File: src/sv/assert_macros.svh
// Assertion macros shared by the lexer RTL.
// No dependencies.
`ifndef ASSERT_MACROS_SVH
`define ASSERT_MACROS_SVH
// Clocked assertion with synchronous active-low reset disable.
`define ASSERT_CLK(label, clk, rstn, prop, msg) \
    label: assert property (@(posedge clk) disable iff (!rstn) (prop)) else $error(msg);
`endif

File: src/sv/slx_pkg.sv
// Package for the lexer: token type codes, modes and the shared record struct.
// No dependencies.
package slx_pkg;
    localparam int MAX_TOKEN_LEN_DEF = 128;
    localparam int POSITION_BITS_DEF = 16;
    localparam int NKEYS = 22;
    localparam int KEY_CHARS = 14;
    localparam int KEY_BITS = 8 * KEY_CHARS;

    localparam logic [5:0] TYPE_IDENT = 6'd0;
    localparam logic [5:0] TYPE_NUMBER = 6'd1;
    localparam logic [5:0] TYPE_PUNCT0 = 6'd2;
    localparam logic [5:0] TYPE_DIVIDE = 6'd13;
    localparam logic [5:0] TYPE_KEY0 = 6'd18;
    localparam logic [5:0] TYPE_UNKNOWN = 6'd40;

    localparam logic [1:0] MODE_IDLE = 2'd0;
    localparam logic [1:0] MODE_IDENT = 2'd1;
    localparam logic [1:0] MODE_NUMBER = 2'd2;
    localparam logic [1:0] MODE_COMMENT = 2'd3;

    // One token record as it leaves the front end. The count is added in the back end.
    typedef struct packed {
        logic [5:0]  token_type;
        logic [15:0] start_offset;
        logic [7:0]  token_length;
        logic        overlong;
        logic        stream_done;
        logic        last_of_run;
    } tok_rec_t;

    // Keyword text of keyword n, right-aligned with the last character in the low byte.
    function automatic logic [KEY_BITS-1:0] key_text(input logic [4:0] n);
        logic [KEY_BITS-1:0] t;
        unique case (n)
            5'd0: t = KEY_BITS'("fn");
            5'd1: t = KEY_BITS'("for");
            5'd2: t = KEY_BITS'("if");
            5'd3: t = KEY_BITS'("return");
            5'd4: t = KEY_BITS'("while");
            5'd5: t = KEY_BITS'("sineosc");
            5'd6: t = KEY_BITS'("sawtoothosc");
            5'd7: t = KEY_BITS'("wavetableosc");
            5'd8: t = KEY_BITS'("truesineosc");
            5'd9: t = KEY_BITS'("squareosc");
            5'd10: t = KEY_BITS'("triangleosc");
            5'd11: t = KEY_BITS'("terrainosc");
            5'd12: t = KEY_BITS'("lowpassfilter");
            5'd13: t = KEY_BITS'("highpassfilter");
            5'd14: t = KEY_BITS'("inputa");
            5'd15: t = KEY_BITS'("inputb");
            5'd16: t = KEY_BITS'("inputc");
            5'd17: t = KEY_BITS'("inputd");
            5'd18: t = KEY_BITS'("stepsequencer");
            5'd19: t = KEY_BITS'("random");
            5'd20: t = KEY_BITS'("randomint");
            5'd21: t = KEY_BITS'("linenvelope");
            default: t = '0;
        endcase
        return t;
    endfunction

    // Number of characters in keyword n.
    function automatic logic [3:0] key_len(input logic [4:0] n);
        logic [3:0] l;
        unique case (n)
            5'd0: l = 4'd2;
            5'd1: l = 4'd3;
            5'd2: l = 4'd2;
            5'd3: l = 4'd6;
            5'd4: l = 4'd5;
            5'd5: l = 4'd7;
            5'd6: l = 4'd11;
            5'd7: l = 4'd12;
            5'd8: l = 4'd11;
            5'd9: l = 4'd9;
            5'd10: l = 4'd11;
            5'd11: l = 4'd10;
            5'd12: l = 4'd13;
            5'd13: l = 4'd14;
            5'd14: l = 4'd6;
            5'd15: l = 4'd6;
            5'd16: l = 4'd6;
            5'd17: l = 4'd6;
            5'd18: l = 4'd13;
            5'd19: l = 4'd6;
            5'd20: l = 4'd9;
            5'd21: l = 4'd11;
            default: l = 4'd0;
        endcase
        return l;
    endfunction

    // Keyword text, character k of keyword n; zero past the end.
    function automatic logic [7:0] key_char(input logic [4:0] n, input logic [3:0] k);
        logic [KEY_BITS-1:0] t;
        logic [3:0] l;
        logic [7:0] ch;
        t = key_text(n);
        l = key_len(n);
        ch = 8'd0;
        if (k < l) begin
            ch = t[8 * (int'(l) - 1 - int'(k)) +: 8];
        end
        return ch;
    endfunction

    // Punctuator code, or unknown.
    function automatic logic [5:0] punct_type(input logic [7:0] c);
        logic [5:0] t;
        unique case (c)
            8'h3B: t = TYPE_PUNCT0 + 6'd0;
            8'h3D: t = TYPE_PUNCT0 + 6'd1;
            8'h28: t = TYPE_PUNCT0 + 6'd2;
            8'h29: t = TYPE_PUNCT0 + 6'd3;
            8'h7B: t = TYPE_PUNCT0 + 6'd4;
            8'h7D: t = TYPE_PUNCT0 + 6'd5;
            8'h5B: t = TYPE_PUNCT0 + 6'd6;
            8'h5D: t = TYPE_PUNCT0 + 6'd7;
            8'h2B: t = TYPE_PUNCT0 + 6'd8;
            8'h2D: t = TYPE_PUNCT0 + 6'd9;
            8'h2A: t = TYPE_PUNCT0 + 6'd10;
            8'h2F: t = TYPE_DIVIDE;
            8'h3E: t = TYPE_PUNCT0 + 6'd12;
            8'h3C: t = TYPE_PUNCT0 + 6'd13;
            8'h2C: t = TYPE_PUNCT0 + 6'd14;
            8'h24: t = TYPE_PUNCT0 + 6'd15;
            default: t = TYPE_UNKNOWN;
        endcase
        return t;
    endfunction
endpackage

File: src/sv/slx_front.sv
// Front end of the lexer: classifies each byte and builds up to two token records.
// Depends on slx_pkg and assert_macros.svh.
module slx_front #(
    parameter int MAX_TOKEN_LEN = slx_pkg::MAX_TOKEN_LEN_DEF,
    parameter int POSITION_BITS = slx_pkg::POSITION_BITS_DEF
) (
    input  logic             aclk,
    input  logic             aresetn,
    input  logic             in_valid,
    input  logic             in_end,
    input  logic [7:0]       in_byte,
    input  logic             q_room,
    output logic             in_ready,
    output logic [1:0]       rec_count,
    output slx_pkg::tok_rec_t rec0,
    output slx_pkg::tok_rec_t rec1
);
    import slx_pkg::*;

    logic [1:0]               mode_reg, mode_next;
    logic                     slash_reg, slash_next;
    logic [POSITION_BITS-1:0] start_reg, start_next;
    logic [7:0]               len_reg, len_next;
    logic                     over_reg, over_next;
    logic [NKEYS-1:0]         alive_reg, alive_next;
    logic [POSITION_BITS-1:0] pos_reg, pos_next;

    logic letter, digit, sep;
    logic [5:0] kw_type;
    tok_rec_t flush_rec, div_rec, end_rec;

    assign in_ready = q_room;
    assign letter = (in_byte >= 8'h61 && in_byte <= 8'h7A) ||
                    (in_byte >= 8'h41 && in_byte <= 8'h5A);
    assign digit = in_byte >= 8'h30 && in_byte <= 8'h39;
    assign sep = in_byte == 8'h20 || in_byte == 8'h09 || in_byte == 8'h0D ||
                 in_byte == 8'h0A;

    // Type of the held token when it is flushed.
    always_comb begin
        kw_type = TYPE_IDENT;
        if (!over_reg) begin
            for (int k = 0; k < NKEYS; k++) begin
                if (alive_reg[k] && {4'd0, key_len(5'(k))} == len_reg) begin
                    kw_type = TYPE_KEY0 + 6'(k);
                end
            end
        end
        flush_rec = '{token_type: (mode_reg == MODE_IDENT) ? kw_type : TYPE_NUMBER,
                      start_offset: 16'(start_reg), token_length: len_reg,
                      overlong: over_reg, stream_done: 1'b0, last_of_run: 1'b0};
        div_rec = '{token_type: TYPE_DIVIDE, start_offset: 16'(start_reg),
                    token_length: 8'd1, overlong: 1'b0, stream_done: 1'b0,
                    last_of_run: 1'b0};
        end_rec = '{token_type: TYPE_IDENT, start_offset: 16'(pos_reg),
                    token_length: 8'd0, overlong: 1'b0, stream_done: 1'b1,
                    last_of_run: 1'b1};
    end

    // Per-byte lexing step.
    always_comb begin
        logic ext, start, cont;
        logic [7:0] base_len;
        tok_rec_t r0, r1;
        logic [1:0] n;
        mode_next = mode_reg;
        slash_next = slash_reg;
        start_next = start_reg;
        len_next = len_reg;
        over_next = over_reg;
        alive_next = alive_reg;
        pos_next = pos_reg;
        ext = 1'b0;
        start = 1'b0;
        cont = 1'b0;
        base_len = len_reg;
        r0 = flush_rec;
        r1 = flush_rec;
        n = 2'd0;
        if (in_end) begin
            if (slash_reg) begin
                r0 = div_rec;
                n = 2'd1;
            end else if (mode_reg == MODE_IDENT || mode_reg == MODE_NUMBER) begin
                r0 = flush_rec;
                n = 2'd1;
            end
            if (n == 2'd1) begin
                r1 = end_rec;
                n = 2'd2;
            end else begin
                r0 = end_rec;
                n = 2'd1;
            end
            mode_next = MODE_IDLE;
            slash_next = 1'b0;
            start_next = '0;
            len_next = 8'd0;
            over_next = 1'b0;
            alive_next = '1;
            pos_next = '0;
        end else begin
            pos_next = pos_reg + POSITION_BITS'(1);
            if (mode_reg == MODE_COMMENT) begin
                if (in_byte == 8'h0A) begin
                    mode_next = MODE_IDLE;
                end
                cont = 1'b1;
            end else if (slash_reg && in_byte == 8'h2F) begin
                slash_next = 1'b0;
                mode_next = MODE_COMMENT;
                cont = 1'b1;
            end else if (mode_reg == MODE_IDENT && (letter || digit || in_byte == 8'h23)) begin
                ext = 1'b1;
                cont = 1'b1;
            end else if (mode_reg == MODE_NUMBER && (digit || in_byte == 8'h2E)) begin
                ext = 1'b1;
                cont = 1'b1;
            end
            if (!cont) begin
                // Held slash or held token, then what this byte yields.
                if (slash_reg) begin
                    r0 = div_rec;
                    n = 2'd1;
                    slash_next = 1'b0;
                end else if (mode_reg == MODE_IDENT || mode_reg == MODE_NUMBER) begin
                    r0 = flush_rec;
                    n = 2'd1;
                    mode_next = MODE_IDLE;
                end
                if (sep) begin
                end else if (in_byte == 8'h2F) begin
                    slash_next = 1'b1;
                    start_next = pos_reg;
                end else if (letter || digit) begin
                    start = 1'b1;
                    ext = 1'b1;
                    mode_next = letter ? MODE_IDENT : MODE_NUMBER;
                    start_next = pos_reg;
                    over_next = 1'b0;
                    base_len = 8'd0;
                end else begin
                    if (n == 2'd1) begin
                        r1 = '{token_type: punct_type(in_byte),
                               start_offset: 16'(pos_reg), token_length: 8'd1,
                               overlong: 1'b0, stream_done: 1'b0, last_of_run: 1'b0};
                    end else begin
                        r0 = '{token_type: punct_type(in_byte),
                               start_offset: 16'(pos_reg), token_length: 8'd1,
                               overlong: 1'b0, stream_done: 1'b0, last_of_run: 1'b0};
                    end
                    n = n + 2'd1;
                end
            end
            if (ext) begin
                if ((start && letter) || (!start && mode_reg == MODE_IDENT)) begin
                    for (int k = 0; k < NKEYS; k++) begin
                        if ({4'd0, key_len(5'(k))} <= base_len ||
                            key_char(5'(k), base_len[3:0]) != in_byte) begin
                            alive_next[k] = 1'b0;
                        end else begin
                            alive_next[k] = start ? 1'b1 : alive_reg[k];
                        end
                    end
                end
                if (start) begin
                    len_next = 8'd1;
                end else if (len_reg < 8'(MAX_TOKEN_LEN)) begin
                    len_next = len_reg + 8'd1;
                end else begin
                    over_next = 1'b1;
                end
            end
        end
        if (n == 2'd2) begin
            r1.last_of_run = 1'b1;
        end else if (n == 2'd1) begin
            r0.last_of_run = 1'b1;
        end
        rec0 = r0;
        rec1 = r1;
        rec_count = (in_valid && q_room) ? n : 2'd0;
    end

    always_ff @(posedge aclk) begin
        if (!aresetn) begin
            mode_reg <= MODE_IDLE;
            slash_reg <= 1'b0;
            start_reg <= '0;
            len_reg <= 8'd0;
            over_reg <= 1'b0;
            alive_reg <= '1;
            pos_reg <= '0;
        end else if (in_valid && q_room) begin
            mode_reg <= mode_next;
            slash_reg <= slash_next;
            start_reg <= start_next;
            len_reg <= len_next;
            over_reg <= over_next;
            alive_reg <= alive_next;
            pos_reg <= pos_next;
        end
    end

`include "assert_macros.svh"
    `ASSERT_CLK(a_len_cap, aclk, aresetn, len_reg <= 8'(MAX_TOKEN_LEN), "token length above cap")
    `ASSERT_CLK(a_slash_idle, aclk, aresetn, !slash_reg || mode_reg == MODE_IDLE, "slash held mid-token")
    `ASSERT_CLK(a_over_len, aclk, aresetn, !over_reg || len_reg == 8'(MAX_TOKEN_LEN), "overlong below cap")
endmodule

File: src/sv/slx_back.sv
// Back end: a small record queue, token counting and the output port.
// Depends on slx_pkg and assert_macros.svh.
module slx_back (
    input  logic              aclk,
    input  logic              aresetn,
    input  logic [1:0]        rec_count,
    input  slx_pkg::tok_rec_t rec0,
    input  slx_pkg::tok_rec_t rec1,
    output logic              q_room,
    output logic              out_valid,
    input  logic              out_ready,
    output slx_pkg::tok_rec_t out_rec,
    output logic [15:0]       out_count
);
    import slx_pkg::*;

    localparam int DEPTH = 4;

    tok_rec_t   mem [DEPTH];
    logic [1:0] wr_reg, rd_reg;
    logic [2:0] fill_reg;
    logic [15:0] cnt_reg;
    logic pop;
    logic [15:0] cnt_now;

    // Room means two records still fit, the most the front pushes for one byte.
    assign q_room = fill_reg <= 3'd2;
    assign out_valid = fill_reg != 3'd0;
    assign out_rec = mem[rd_reg];
    assign pop = out_valid && out_ready;
    assign out_count = cnt_now;

    // Count including this record; the final record reports without adding.
    always_comb begin
        cnt_now = cnt_reg;
        if (!out_rec.stream_done && cnt_reg != 16'hFFFF) begin
            cnt_now = cnt_reg + 16'd1;
        end
    end

    always_ff @(posedge aclk) begin
        if (rec_count != 2'd0) begin
            mem[wr_reg] <= rec0;
        end
        if (rec_count == 2'd2) begin
            mem[wr_reg + 2'd1] <= rec1;
        end
    end

    always_ff @(posedge aclk) begin
        if (!aresetn) begin
            wr_reg <= 2'd0;
            rd_reg <= 2'd0;
            fill_reg <= 3'd0;
            cnt_reg <= 16'd0;
        end else begin
            wr_reg <= wr_reg + rec_count;
            rd_reg <= rd_reg + {1'b0, pop};
            fill_reg <= fill_reg + {1'b0, rec_count} - {2'b0, pop};
            if (pop) begin
                cnt_reg <= out_rec.stream_done ? 16'd0 : cnt_now;
            end
        end
    end

`include "assert_macros.svh"
    `ASSERT_CLK(a_fill_max, aclk, aresetn, fill_reg <= 3'(DEPTH), "queue overflow")
    `ASSERT_CLK(a_no_push_full, aclk, aresetn, rec_count == 2'd0 || q_room, "push without room")
endmodule

File: src/sv/script_lexer_with_keywords_core.sv
// Streaming lexer: one text byte per cycle in while s_tready is high, token
// records out, with keyword reclassing, line comments and an end-of-text summary
// record. The front end takes a byte every cycle while the four-entry record queue
// has room for two records; the output port drains one record per cycle while
// m_tready is high.
// Depends on slx_pkg, slx_front and slx_back.
module script_lexer_with_keywords_core #(
    parameter int MAX_TOKEN_LEN = slx_pkg::MAX_TOKEN_LEN_DEF,
    parameter int POSITION_BITS = slx_pkg::POSITION_BITS_DEF
) (
    input  logic        aclk,
    input  logic        aresetn,
    input  logic        s_tvalid,
    output logic        s_tready,
    input  logic [7:0]  s_tdata,   // char_byte
    input  logic        s_tuser,   // opcode
    output logic        m_tvalid,
    input  logic        m_tready,
    output logic [47:0] m_tdata,   // token_type, start_offset, token_length, overlong,
                                   // stream_done, token_count
    output logic        m_tlast    // last_of_run
);
    import slx_pkg::*;

    logic [1:0] rec_count;
    logic q_room;
    tok_rec_t rec0, rec1, out_rec;
    logic [15:0] out_count;

    slx_front #(.MAX_TOKEN_LEN(MAX_TOKEN_LEN), .POSITION_BITS(POSITION_BITS)) u_front (
        .aclk, .aresetn, .in_valid(s_tvalid), .in_end(s_tuser), .in_byte(s_tdata),
        .q_room, .in_ready(s_tready), .rec_count, .rec0, .rec1
    );

    slx_back u_back (
        .aclk, .aresetn, .rec_count, .rec0, .rec1, .q_room,
        .out_valid(m_tvalid), .out_ready(m_tready), .out_rec, .out_count
    );

    assign m_tdata = {out_count, out_rec.stream_done, out_rec.overlong,
                      out_rec.token_length, out_rec.start_offset, out_rec.token_type};
    assign m_tlast = out_rec.last_of_run;
endmodule
File: config.mk
export PLATFORM = sky130hd
export DESIGN_NAME = script_lexer_with_keywords_core
export DESIGN_NICKNAME = d
export VERILOG_FILES = /design/src/sv/slx_pkg.sv /design/src/sv/slx_front.sv /design/src/sv/slx_back.sv /design/src/sv/script_lexer_with_keywords_core.sv
export VERILOG_INCLUDE_DIRS = /design/src /design/src/sv
export SDC_FILE = /design/constraint.sdc
export NUM_CORES = 1
export LEC_CHECK = 0
export BUFFER_PORTS_ARGS = -buffer_cell sky130_fd_sc_hd__buf_4
export CAP_MARGIN = 25
export CORE_UTILIZATION = 55
export DETAILED_ROUTE_END_ITERATION = 10
export PLACE_DENSITY = 0.81
export SYNTH_ARGS = -nofsm -noshare
export SYNTH_HDL_FRONTEND = slang
export SYNTH_SLANG_ARGS = --single-unit
File: constraint.sdc
create_clock -name aclk -period 7.1 [get_ports aclk]
set_input_delay 0.71 -clock aclk [delete_from_list [all_inputs] [get_ports aclk]]
set_output_delay 0.71 -clock aclk [all_outputs]
set_load 0.05 [all_outputs]
-- Word-level counts from Yosys, hierarchy flattened
Memory sizes are Yosys's and may differ from the RTL's. A register that Yosys moved wholly into a read port is not among the register bits.
Index checks and enable logic that the tools add are counted.
- add/sub/neg operators: 31
- multipliers: 0
- div/mod/pow operators: 0
- $lt $le $gt $ge: 30
- equal/unequal tests: 66
- shift-type cells: 22
- mux-type cells: 344
- bitwise logic cells: 0
- reduce and logical (&&, ||, !) cells: 118
- operators by type and width (kind ; number):
    112-bit two-way mux ; 66
    112-bit by 32-bit indexed part select with 8-bit output ; 22
    8-bit two-way mux ; 97
    33-bit two-way mux ; 15
    29-bit by 5-bit subtractor with 29-bit output ; 11
    4-bit two-way mux ; 44
    8-bit inequality test ; 22
    16-bit two-way mux ; 8
    8-bit by 6-bit equality test with 1-bit output, second input constant ; 15
    4-bit AND reduction ; 23
    6-bit case mux with 15 select lines ; 1
    4-bit by 8-bit equality test with 1-bit output ; 11
    4-bit by 8-bit <= comparator with 1-bit output ; 11
    3-bit nonzero test ; 25
    5-bit two-way mux ; 14
    22-bit two-way mux ; 3
    1-bit two-way mux ; 63
    6-bit two-way mux ; 10
    4-bit by 1-bit subtractor with 5-bit output, second input constant ; 11
    2-bit two-way mux ; 23
    4-bit less-than comparator ; 11
    1-bit logical AND ; 33
    16-bit by 1-bit adder with 16-bit output, second input constant ; 2
    8-bit by 7-bit equality test with 1-bit output, second input constant ; 4
    other kinds (21) ; 66
- bits in registers: 89
- bits in latches: 0
- bits in writable memories: 132
- ROM bits: 0
- bits of input ports: 13
- output and inout bits: 51
- memories kept: 1
- memories (memory ; depth ; width ; read ports ; clocked after memory_dff ; wr ports ; line ; source):
    u_back.mem ; 4 ; 33 ; 1 ; 1 ; 2 ; slx_back.sv:19 ; tok_rec_t mem [DEPTH];

-- Depth between registers and ports, before layout
Gate-level depths: netlist (run 1).
- word-level depth: 36
- mapped depth: 22
- depth with buffers taken out: 19

-- Cells and area by module
A second synthesis (run 1) with hierarchy kept.
- cells, all modules: 1852
- area, all modules: 17080.1 um^2
- modules (own cells, without submodules) (module ; instances ; cells an instance ; area each (um^2) ; seq. area each (um^2)):
    slx_front ; 1 ; 1333 ; 9135.0 ; 1321.3
    slx_back ; 1 ; 519 ; 7945.1 ; 4424.2

-- Worst setup path before layout (run 1)
OpenSTA, ideal clock, no wires.
- kind: input-to-reg
- start point: in s_tdata[2]
- end point: mem u_back.mem[2][0] in the netlist's numbering, enable pin
- setup time: 469 ps
- arrival: 4980 ps
- data required time: 6631 ps
- setup slack: 1651 ps
- cell stages on the path: 11
- buffers on the path: 2
- path through: buf_6 -> or4_4 -> o221ai_4 -> o211ai_2 -> a221o_1 -> buf_6 -> o31ai_1 -> nand2_1 -> nand2_1 -> nand2_1 -> o21ai_0
- RTL lines (element ; line ; source):
    start, declared ; script_lexer_with_keywords_core.sv:15 ; input logic [7:0] s_tdata,
    end, declared ; slx_back.sv:19 ;

-- Worst setup path in the final report (run 1)
- start point: in s_tdata[2]
- end point: reg u_front.alive_reg[8]
- longest elaborated chain between the ends: 24
- RTL lines (element ; line ; source):
    8-bit by 7-bit >= comparator with 1-bit output, or another cell as far along ; slx_front.sv:33 ; assign letter = (in_byte >= 8'h61 && in_byte <= 8'h7A) ||
    1-bit logical AND, on equally long branches ; slx_front.sv:33, slx_front.sv:34 ;
    1-bit logical OR ; slx_front.sv:33 ;
    1-bit logical OR ; slx_front.sv:113, slx_front.sv:135 ;
    1-bit logical OR ; slx_front.sv:113 ; end else if (mode_reg == MODE_IDENT && (letter || digit || in_byte == 8'h23)) begin
    1-bit logical AND ; slx_front.sv:113 ;
    1-bit two-way mux ; slx_front.sv:113 ;
    1-bit two-way mux ; slx_front.sv:109 ; end else if (slash_reg && in_byte == 8'h2F) begin
    [... 8 more ...] ; -- ;
    8-bit two-way mux ; slx_front.sv:155 ; if (ext) begin
    8-bit two-way mux ; slx_front.sv:80 ; if (in_end) begin
    8-bit inequality test ; slx_front.sv:159 ; key_char(5'(k), base_len[3:0]) != in_byte) begin
    1-bit logical OR ; slx_front.sv:158 ; if ({4'd0, key_len(5'(k))} <= base_len ||
    1-bit two-way mux ; slx_front.sv:158 ;
    22-bit two-way mux ; slx_front.sv:156 ; if ((start && letter) || (!start && mode_reg == MODE_IDENT)) begin
    22-bit two-way mux ; slx_front.sv:155 ;
    22-bit two-way mux ; slx_front.sv:80 ;
    end signal, assigned ; slx_front.sv:200 ; alive_reg <= alive_next;
    end, declared ; slx_front.sv:25 ; logic [NKEYS-1:0] alive_reg, alive_next;
Parallel ways exist; a longest one is shown, timed or not. The select of a mux whose other input is x is not followed.
A chain may end at the register's enable or synchronous reset.

==> impl_metrics.toml, run 1 <==
[status]
status = "complete, no violations"

[route]
detail-route-antenna-nets = 0
route.detailed.drc = 0
viasPerCell = 7.02
routed_wl_mm = 55.4
vias = 15463
drtPass1Iterations = 6
post_drt_wl_per_cell_um = 25.2
drtIter0Drc = 1994

[yosys]
avgSynthCellArea_um2 = 8.96
synthTopCellsByArea = "edfxtp_1, dfxtp_1, mux2_2"
synth-edff-count = 132
synth_top_cell_by_area = "edfxtp_1"
synthFlopType = "edfxtp_1"
netlist_area_um2 = 16400
yosysTopAreaCellShare = 0.242
synth_seq_cells = 221
synthCells = 1828
ys.warnings.count = 0
synth_cell_types = 97
ys_async_sr_fraction = 0
yosysSeqAreaShare = 0.351
synth_fp_nets = 1875

[layout]
final_common_cell = "nor2_1"
largest_reg_flops = 132
num_antenna_cells = 0
stdcell_area_um2 = 17800
final_cell_mix = "nor2_1, nand2_1, edfxtp_1"
area_growth_pct = 8.43
finish.utilization = 0.612
fill_cells = 2386
final_layout_size_suffix_gt1_frac = 0.162
fin_nets = 1849

[sta]
fin_worst_skew_ns = 0.0255
drv_slew = 0
final_period_minus_worst_setup_slack_ns = 5.29
rsz0062_at_grt = "no"
finalCritPeriodShare = 0.745
clock.fmax_mhz = 189
setup_violations = 0
setup-tns-final_ns = 0
maxSlewHeadroom = 0.229
setup_slack_ns = 1.81
tightest_slew_ns = 1.15
finalHoldViolations = 0

[grt]
grt_pass1_vias = 14738
grt_pass1_wl_mm = 85.0
track_usage = 0.355
grt_max_degree = 71
grt_remaining_overflow = 0
antenna_found_initial = 1

[worst_hold_path]
hold_class = "register to register"

[cts]
cts.sinks = 221
htree_levels = 1
ctsResizeCount = 0
clk_pin_slew_ns = 0.07
cts_buffers = 24
root_buffer = "clkbuf_16"
postCtsHoldBufs = 0
cts_tree = "built"
clock_path_buffers = 3
clkLatencyLatePin_ns = 0.54
postCtsSetupRepairBufs = 0

[die]
num_rows = 62
start_util = 0.565
fp.dieH_um = 175
die_area_um2 = 30500
io_pins = 64
fp.dieW_um = 175
core_region_area_um2 = 29000

[critical_path]
startpoint_type = "input pin"
slowest_stage = "or2_1"
cp-end-kind = "register"
crit_required_ns = 7.48
crit_chain = "buf_4 -> nor2b_1 -> a32o_1 -> a221o_1 -> nand2_2 -> buf_4 -> inv_1 -> ha_1 -> nor2b_1 -> o21ai_0 -> a21oi_1 -> or2_1 -> a21oi_1 -> o31a_1 -> o211a_1 -> nand4b_1 -> o221ai_1"
path_class = "input pin to register"
slowest_delay_ns = 0.55
cp_data_arrival_time_ns = 5.67
critPathMaxFanout = 55

[flow_run]
max_cap_viol_count = 0

[place]
gp_congestion = 1.01
place_ws_ns = 1.44
post-dp-hpwl_mm = 35.8
port_buffers = 63
placed_area_um2 = 17000

[power_and_ir_drop]
power_mw = 4.32
power_leakage_nw = 6.35
powerDensity_nw_per_um2 = 243
max-vdd-ir-drop_mv = 0.169
==> per-stage QoR <==
step / hold slack, ns / cells
final: 0.493 / 2204
after CTS: 0.495 / 2204
after global placement: 0.467 / 2158
after detailed placement: 0.482 / 2160
after global routing: 0.520 / 2204
after floorplan: 0.450 / 1828
==> report_power, final <==
part / internal, mW / total (mW) / switching, mW
combinational: 0.505 / 1.53 / 1.03
clock: 0.699 / 1.25 / 0.551
sequential: 1.48 / 1.54 / 0.0534
total: 2.69 / 4.32 / 1.63
==> synth_stat cells (10+ instances only) <==
master / count
ha_1: 33
buf_2: 18
a211oi_1: 23
dfxtp_1: 89
xor2_1: 28
o21ai_0: 117
and3_1: 18
nand3_1: 59
edfxtp_1: 132
and2_1: 54
nand2_1: 144
a21o_1: 10
inv_1: 44
mux2i_1: 25
o211ai_1: 18
a31oi_1: 22
o221ai_1: 10
nand2b_1: 15
a22oi_1: 36
nor2_1: 157
nor2b_1: 51
nor4_1: 17
mux4_2: 33
nand4_1: 25
a21oi_1: 102
mux2_2: 84
buf_1: 15
o22ai_1: 12
clkbuf_1: 100
xnor2_1: 66
nor3_1: 44
o31ai_1: 12
or3_1: 20
==> kinds of logic after synthesis <==
logic type      share of synthesized area
mux                                 0.120
compound gates                      0.200
flops                               0.351
xor+xnor                           0.0502
simple gates                        0.202
fa+ha+maj                          0.0264
buf+inv                            0.0497
==> metal layers <==
| layer | vias up | track usage | routed length, µm | share of wire |
|---|---|---|---|---|
| li1 | 6757 | - | - | - |
| met1 | 7441 | 0.460 | 21500 | 0.39 |
| met2 | 1038 | 0.577 | 25400 | 0.46 |
| met3 | 227 | 0.0590 | 5830 | 0.11 |
| met4 | 0 | 0.174 | 2750 | 0.050 |
| met5 | - | 0 | 0 | 0 |
==> path summary, 6_finish.rpt <==
kind                                         endpoint  slack, ns  depth (start not counted)                  start
worst max-delay path             u_front.alive_reg[8]       1.81                         17             s_tdata[2]
worst min-delay path            u_front.alive_reg[14]       0.49                          1  u_front.alive_reg[14]
worst max register to register   u_front.alive_reg[6]       2.02                         19    u_front.mode_reg[1]
worst min register to register  u_front.alive_reg[14]       0.49                          1  u_front.alive_reg[14]
==> critical path: cells and delay by family <==
kind | cells | cell delay [ns]
adder cells (fa/ha/maj) | 1 | 0.39
AND/OR/NAND/NOR | 5 | 1.36
AO/OA/AOI/OAI | 8 | 1.97
buffers and inverters | 3 | 1.19
==> cell type report <==
| type | instances | area [µm²] | area share |
|---|---|---|---|
| clock buffers | 29 | 619 | 0.0349 |
| clock inverters | 15 | 143 | 0.00803 |
| inverters | 47 | 176 | 0.00993 |
| multi-input cells | 1414 | 9860 | 0.555 |
| flip-flops and latches | 221 | 5750 | 0.323 |
| well taps | 384 | 480 | 0.0270 |
| repair buffers | 94 | 738 | 0.0416 |
(Power assumes the default switching activity.)
==> run 2, diff against run 1 <==
clock period = 5.15 ns   (was 7.1 ns; I/O delays follow)
==> impl_metrics.toml, run 2 (synthesized netlist as in run 1, its figures left out) <==
[sta]
fin_worst_skew_ns = 0.0165
whs_ns = 0.494
clock.fmax_mhz = 224
setup-tns-final_ns = 0
setup_violations = 0
maxSlewHeadroom = 0.350
final_period_minus_worst_setup_slack_ns = 4.46
drv_slew = 0
finalCritPeriodShare = 0.866
tightest_slew_ns = 0.971
finalHoldViolations = 0
rsz0062_at_grt = "no"

[die]
start_util = 0.565
core_region_area_um2 = 29000
fp.dieW_um = 175
io_pins = 64
num_rows = 62
fp.dieH_um = 175
die_area_um2 = 30500

[layout]
final_cell_mix = "nor2_1, nand2_1, buf_4"
final_layout_size_suffix_gt1_frac = 0.184
area_growth_pct = 10.3
final_common_cell = "nor2_1"
fin_nets = 1891
num_antenna_cells = 0
largest_reg_flops = 132

[cts]
clock_path_buffers = 3
postCtsHoldBufs = 0
root_buffer = "clkbuf_16"
clk_pin_slew_ns = 0.07
cts_buffers = 23
ctsResizeCount = 0
cts.sinks = 221
htree_levels = 1
clkLatencyLatePin_ns = 0.53
cts_tree = "built"
postCtsSetupRepairBufs = 0

[power_and_ir_drop]
pwr-share-comb = 0.355
max-vdd-ir-drop_mv = 0.213
powerDensity_nw_per_um2 = 329
switching_power_mw = 2.21
seq_power_share = 0.356
p_sw_frac = 0.371
power_leakage_nw = 6.56
p_int_mw = 3.74
clkPwrFrac = 0.289

[route]
viasPerCell = 6.79
detail-route-antenna-nets = 0
route.detailed.drc = 0
vias = 15243
drtPass1Iterations = 7
routed_wl_mm = 54.7
post_drt_wl_per_cell_um = 24.4
drtIter0Drc = 1642

[place]
port_buffers = 63
gp_congestion = 1.08
post-dp-hpwl_mm = 37.8

[grt]
grt_pass1_vias = 14641
grt_max_degree = 71
grt_pass1_wl_mm = 84.4
grt_remaining_overflow = 0
antenna_found_initial = 0
track_usage = 0.354

[critical_path]
cp_data_arrival_time_ns = 4.87
path_class = "register to register"
critPathMaxFanout = 13
startpoint_type = "register"
cp-end-kind = "register"
crit_required_ns = 5.56

[flow_run]
max_cap_viol_count = 0

[status]
status = "complete, no violations"

[worst_hold_path]
hold_class = "register to register"
==> run 2: path summary, 6_finish.rpt <==
check	slack [ns]	end	depth (start not counted)	startpoint
worst max-delay path	0.69	u_front.alive_reg[12]	17	u_front.mode_reg[1]
worst min-delay path	0.49	u_front.alive_reg[17]	1	u_front.alive_reg[17]
worst max register to register	0.69	u_front.alive_reg[12]	17	u_front.mode_reg[1]
worst min register to register	0.49	u_front.alive_reg[17]	1	u_front.alive_reg[17]
==> run 2: final cells by class <==
cell class,count,area [µm²]
fill,2409,10900
clock inverter,16,181
tap,384,480
clock buffer,26,587
inverter,47,176
multi-input combinational,1414,9860
timing repair buffer,137,1040
sequential,221,5750
==> run 2: power by group through the flow <==
stage / Sequential, mW / Clock, mW / Combinational (mW)
2_1_floorplan: 2.12 / 0 / 1.51
4_1_cts: 2.12 / 1.72 / 2.10
5_1_grt: 2.13 / 1.79 / 2.22
3_3_place_gp: 2.13 / 0 / 2.07
3_5_place_dp: 2.15 / 0 / 2.08
6_report: 2.11 / 1.72 / 2.11
==> run 2: per-stage QoR <==
stage | worst slack (ns) | power (mW) | utilization | area [µm²] | std cells
after floorplan | 0.195 | 3.63 | - | 16400 | 1828
after global placement | 0.599 | 4.20 | 0.597 | 17300 | 2203
after detailed placement | 0.515 | 4.23 | 0.597 | 17300 | 2203
after CTS | 0.791 | 5.94 | 0.623 | 18100 | 2245
after global routing | 0.336 | 6.14 | 0.623 | 18100 | 2245
final | 0.690 | 5.95 | 0.623 | 18100 | 2245
==> run 2: worst max-delay path, cell delays in order (launching register included) <==
cell and delay, ns:
dfxtp_1 0.41, inv_1 0.06, ha_1 0.31, a311o_1 0.45, a221o_1 0.35, nand2_2 0.15
buf_4 0.27, ha_1 0.39, nor2b_1 0.20, o21ai_0 0.11, and2_1 0.24, o21ai_0 0.24
a2bb2oi_1 0.11, o32ai_1 0.46, o21ai_0 0.18, nand2_1 0.10, o211ai_1 0.08, a31o_2 0.22
==> run 2: routing by layer <==
layer | track usage | vias to the layer above | share of wire
li1 | - | 6845 | -
met1 | 0.461 | 7300 | 0.39
met2 | 0.572 | 925 | 0.46
met3 | 0.0601 | 173 | 0.097
met4 | 0.170 | 0 | 0.047
met5 | 0 | - | 0
